[src/hw/rtl/xtr_pkg.sv]
package xtr_pkg;

  // Field widths
  localparam int COEF_W = 18;
  localparam int ROW_W  = 54;
  localparam int PIX_W  = 16;
  localparam int PROD_W = 35;
  localparam int CH_W   = 37;
  localparam int C_W    = 36;
  localparam int DIV_W  = 52;
  localparam int Q_W    = 16;
  localparam int NCH    = 3;

  // Register indexes
  typedef enum logic [1:0] {
    REG_RED   = 2'd0,
    REG_GREEN = 2'd1,
    REG_BLUE  = 2'd2
  } reg_idx_t;

  typedef struct packed {
    logic [PIX_W-1:0] in_x;
    logic [PIX_W-1:0] in_y;
    logic [PIX_W-1:0] in_z;
    logic [PIX_W-1:0] norm_max;
  } in_item_t;

  typedef struct packed {
    logic [PIX_W-1:0] out_red;
    logic [PIX_W-1:0] out_green;
    logic [PIX_W-1:0] out_blue;
    logic             desaturated;
    logic             clipped;
  } out_item_t;

  // State handed from one divider cell to the next
  typedef struct packed {
    logic                      vld;
    logic [NCH-1:0][DIV_W-1:0] rem;
    logic [C_W-1:0]            den;
    logic [NCH-1:0][Q_W-1:0]   quo;
    logic [NCH-1:0]            ovf;
    logic                      desat;
    logic                      zero;
  } div_t;

endpackage

[src/hw/rtl/xtr_div_cell.sv]
module xtr_div_cell #(
  parameter int STEP = 15
) (
  input  logic           clk,
  input  logic           rst_n,
  input  logic           en,
  input  xtr_pkg::div_t  div_in,
  output xtr_pkg::div_t  div_out
);
  import xtr_pkg::*;

  div_t             div_r, div_nxt;
  logic [DIV_W-1:0] sub;

  // One restoring step: quotient bit STEP for every lane
  always_comb begin
    div_nxt = div_in;
    sub     = DIV_W'(div_in.den) << STEP;
    for (int r = 0; r < NCH; r++) begin
      if (div_in.rem[r] >= sub) begin
        div_nxt.rem[r]       = div_in.rem[r] - sub;
        div_nxt.quo[r][STEP] = 1'b1;
      end
    end
  end

  always_ff @(posedge clk) begin
    if (!rst_n) begin
      div_r.vld <= 1'b0;
    end else if (en) begin
      div_r.vld <= div_nxt.vld;
    end
  end

  always_ff @(posedge clk) begin
    if (en) begin
      div_r.rem   <= div_nxt.rem;
      div_r.den   <= div_nxt.den;
      div_r.quo   <= div_nxt.quo;
      div_r.ovf   <= div_nxt.ovf;
      div_r.desat <= div_nxt.desat;
      div_r.zero  <= div_nxt.zero;
    end
  end

  assign div_out = div_r;

endmodule

[config.mk]
export PLATFORM = sky130hd
export DESIGN_NAME = xtr_div_cell
export DESIGN_NICKNAME = d
export VERILOG_FILES = /design/src/hw/rtl/xtr_pkg.sv /design/src/hw/rtl/xtr_div_cell.sv
export SDC_FILE = /design/constraint.sdc
export NUM_CORES = 1
export LEC_CHECK = 0
export ABC_AREA = 0
export BUFFER_PORTS_ARGS = -buffer_cell sky130_fd_sc_hd__buf_2
export CAP_MARGIN = 20
export CORE_MARGIN = 2
export CORE_UTILIZATION = 35
export CTS_CLUSTER_SIZE = 28
export DETAILED_ROUTE_END_ITERATION = 10
export PLACE_DENSITY_LB_ADDON = 0.12
export SLEW_MARGIN = 20
export SYNTH_ARGS = -nofsm -noshare
export SYNTH_HDL_FRONTEND = slang
export SYNTH_SLANG_ARGS = --single-unit
[constraint.sdc]
create_clock -name clk -period 3.5 [get_ports clk]
set_input_delay 0.7 -clock clk [delete_from_list [all_inputs] [get_ports clk]]
set_output_delay 0.7 -clock clk [all_outputs]
set_load 0.05 [all_outputs]
Yosys cells after proc, flatten, opt, wreduce, memory -nomap -nowiden --
Index checks and enable logic that the tools add are counted.
Operators by class: add/sub/neg operators 3, order comparisons 3, muxes and demuxes 3
Operators with widths (count):
- >= comparator 52 x 51 -> 1 bit | 3
- two-way mux 52 bit | 3
- subtractor 52 x 51 -> 52 bit | 3
Word-level totals: register bits after elaboration 246, output and inout bits 246

Logic depth before layout (Yosys ltp) --
depth in word-level cells 2, gate-level depth with buffers 13

Least setup slack after synthesis --
No wires, ideal clock.
kind input to register, start input div_in[68] (netlist name), end register div_r (netlist bit div_out[140]) (data pin), setup time 260 ps, arrival 3220 ps, data required time 3240 ps, slack 20 ps, cell stages on the path 10, path buffers 0, cells stage by stage inv_1 > ha_1 > a21o_1 > a311o_1 > or4_1 > nor3b_4 > a31oi_4 > o21ai_2 > a221oi_2 > mux2_2
RTL lines:
- from (decl) | line xtr_div_cell.sv:7 | input xtr_pkg::div_t div_in,
- to (decl) | line xtr_div_cell.sv:12 | div_t div_r, div_nxt;

==> flow_summary.json <==
{
  "hold_class": "in2reg",
  "grtUsageTotal_pct": 23.48,
  "ioPinCount": 495,
  "num_rows": 75,
  "coreArea_mm2": 0.04185,
  "drv_cap": 0,
  "dieArea_mm2": 0.04394,
  "syn-mean-instance-area_um2": 10.42,
  "r2r_cells": 2,
  "p_sw_uw": 3808,
  "dpl.cell_count": 2668,
  "synth_top_area_cell": "edfxtp_1",
  "rsz0062_at_grt": "false",
  "drv_slew": 0,
  "clk_path_buf_depth": 3,
  "cts_made_buffers": 28,
  "synth_seq_cells": 246,
  "placed_area_mm2": 0.01993,
  "yosys-top-cells-area": "edfxtp_1, ha_1, o21ai_0",
  "die_h_um": 209.6,
  "swShare_pct": 36.28,
  "wl_per_cell_um": 19.64,
  "syn_nets": 1780,
  "ir_worst_vdd_v": 0.0003733,
  "slowest_delay_ps": 410,
  "synth-edff-count": 245,
  "synth_ff_type": "edfxtp_1",
  "hold_end": "div_out[39]$_DFFE_PP_",
  "fin_cells": 2723,
  "final.period_utilization_pct": 96.75,
  "final_cell_mix": "buf_2, buf_4, edfxtp_1",
  "root_buffer": "clkbuf_16",
  "vias": 13720,
  "critPathMaxFanout": 4,
  "path_clk_slew_ps": 60,
  "worstPathCellList": "buf_2 -> buf_4 -> ha_1 -> fa_1 -> nor2b_1 -> o2111ai_1 -> a31oi_1 -> a32o_1 -> a311o_1 -> buf_4 -> a221oi_2 -> o21bai_1 -> xor2_1 -> mux2_2",
  "synth.area.mux_share_pct": 0.5834,
  "synth-warning-count": 0,
  "multi_input_area_mm2": 0.007017,
  "seqPwrFrac_pct": 35.9,
  "grt_pass1_wl_um": 78740,
  "cts_sinks": 246,
  "async_reset_ff_share_pct": 0,
  "yosys.area.top_type_share_pct": 49.72,
  "fillers": 4002,
  "drc_errors": 0,
  "drt_iter0_drc": 717,
  "seq_area_frac_synth_pct": 49.85,
  "grt_pass1_vias": 13580,
  "crit_family": "compound AO/OA/AOI/OAI gates",
  "synth_compound_area_share_pct": 18.49,
  "antenna_found_initial": 10,
  "worstHoldPathCells": 1,
  "cp.required_ps": 3810,
  "clock_latency_ps": 550,
  "layout_commonest_cell": "buf_2",
  "initial_core_util_pct": 35.36,
  "syn_area_mm2": 0.01480,
  "overflow": 0,
  "synth-adder-area-share_pct": 9.537,
  "synthXorXnorAreaFrac_pct": 5.386,
  "ys_types": 64,
  "ff2ff_setup_slack_ps": 2920,
  "die_w_um": 209.6,
  "tightest_slew_ps": 1039,
  "final_nets": 2520,
  "period_needed_ps": 3386,
  "via_per_inst": 5.038,
  "rr_startpoint": "div_out[245]$_SDFFE_PN0P_",
  "startpoint_type": "input port",
  "critical_path_arrival_ps": 3690,
  "cpMostUsedCell": "buf_4",
  "area_growth_pct": 41.17,
  "synth_top_family_by_area": "compound AO/OA/AOI/OAI gates",
  "power_frac_comb_pct": 35.3,
  "worstSetupPathType": "in2reg",
  "dp_hpwl_um": 44250,
  "worst_clock_skew_ps": 0,
  "cp_slowest_cell": "a311o_1",
  "cp-end-kind": "flip-flop",
  "r2r-end": "div_out[245]$_SDFFE_PN0P_",
  "io_buffer_count": 494,
  "routed_wl_um": 53470,
  "powerDensity_mw_per_mm2": 502.4,
  "cts_max_level": 1,
  "crit_buf_inv": 3,
  "gp_congestion": 0.8965,
  "yosys.area_share.simple_pct": 13.11,
  "drtPass1Iterations": 5,
  "ant_nets": 0,
  "cts_tree": "built",
  "grt_max_degree": 97,
  "fin_area_mm2": 0.02089,
  "p_total_uw": 10490,
  "outcome": "complete, no violations",
  "finalSetupViolCount": 0,
  "register_area_mm2": 0.007377,
  "power.internal_uw": 6687,
  "cts-hold-fix-buffers": 0,
  "p_leak_uw": 0.009520,
  "fmaxAchievable_mhz": 295.3,
  "largest_register_ffs": 246,
  "synth_cells": 1420,
  "layout-drive-gt1-share_pct": 37.98,
  "clkPwrFrac_pct": 28.8,
  "holdCritStartpoint": "div_in[39]",
  "maxSlewHeadroom_pct": 30.06,
  "hold_viol": 0
}
==> cells by family after synthesis <==
family / after synthesis
AOI/OAI and AO/OA: 439
and+or+nand+nor: 407
DFF: 246
buffers and inverters: 118
adders and majority gates: 111
xor gates and xnor gates: 91
muxes: 8
==> worst max-delay path by stage <==
stage / from / endpoint / slack, ps / cells past startpoint
after floorplan: div_in[68] / div_out[140]$_DFFE_PP_ / 20 / 10
after global placement: div_in[65] / div_out[244]$_DFFE_PP_ / -480 / 15
after detailed placement: div_in[65] / div_out[244]$_DFFE_PP_ / -540 / 15
after CTS: div_in[65] / div_out[244]$_DFFE_PP_ / 30 / 15
after global routing: div_in[55] / div_out[236]$_DFFE_PP_ / 20 / 12
final: div_in[53] / div_out[184]$_DFFE_PP_ / 110 / 14
==> per-stage QoR <==
stage          utilization [%]  TNS (ps)  hold slack (ps)  setup slack [ps]
2_1_floorplan                -         0            742.9             20.37
5_1_grt                  49.91         0            290.0             16.42
6_report                 49.91         0            316.4             113.9
3_3_place_gp             47.61    -19350            492.9            -482.3
4_1_cts                  49.84         0            285.1             27.48
3_5_place_dp             47.61    -21890            515.9            -540.0
==> timing repair <==
action	CTS	global route
setup endpoints to repair	0	4
gates resized for setup	0	3
hold endpoints to repair	0	0
buffers inserted	0	1
==> synthesized netlist by cell type (3+ instances only) <==
cell and instances:
o31ai_1 15, a31oi_1 14, edfxtp_1 245, ha_1 108
a311o_1 3, o21ai_0 149, o21bai_1 12, nand2_1 178
nand2b_1 21, a21oi_1 102, o41ai_1 4, nor4_1 19
o211ai_1 3, and4_1 6, or4_1 3, o21a_1 17
mux2_2 5, nor3_1 23, xnor2_1 44, a221oi_2 3
xor2_1 47, nand3_1 26, mux2i_1 3, buf_2 5
fa_1 3, or2_2 6, clkbuf_1 50, nor2_1 57
nand4_1 23, a311oi_1 4, inv_1 63, and3_1 15
a21boi_0 9, a21o_1 61, or3_1 7, o2111ai_1 4
and2_1 5, o221ai_1 4, a211oi_1 14, nor2b_1 11
==> power by group through the flow <==
stage	clock network [uW]	registers, uW	logic [uW]
after detailed placement	0	3830	3710
final	3020	3770	3710
after global placement	0	3830	3700
after floorplan	0	5020	1150
after CTS	3090	3770	3730
after global routing	3190	3800	3980
==> cell type report <==
type | count | area share (%)
clock buffer | 32 | 3.528
clock inverter | 18 | 0.9403
timing repair buffer | 765 | 22.22
multi-input combinational | 1056 | 33.59
antenna | 4 | 0.04792
sequential | 246 | 35.31
inverter | 63 | 1.132
tap | 539 | 3.228
==> routing by layer <==
metal | global-route usage, % | wire length [um] | up-vias | share of wire (%)
li1 | - | - | 6805 | -
met1 | 28.89 | 22220 | 6419 | 42
met2 | 41.37 | 26220 | 412 | 49
met3 | 4.998 | 3556 | 70 | 6.7
met4 | 6.848 | 1391 | 12 | 2.6
met5 | 0 | 83 | - | 0.16
Power figures use the tool's default switching activity.
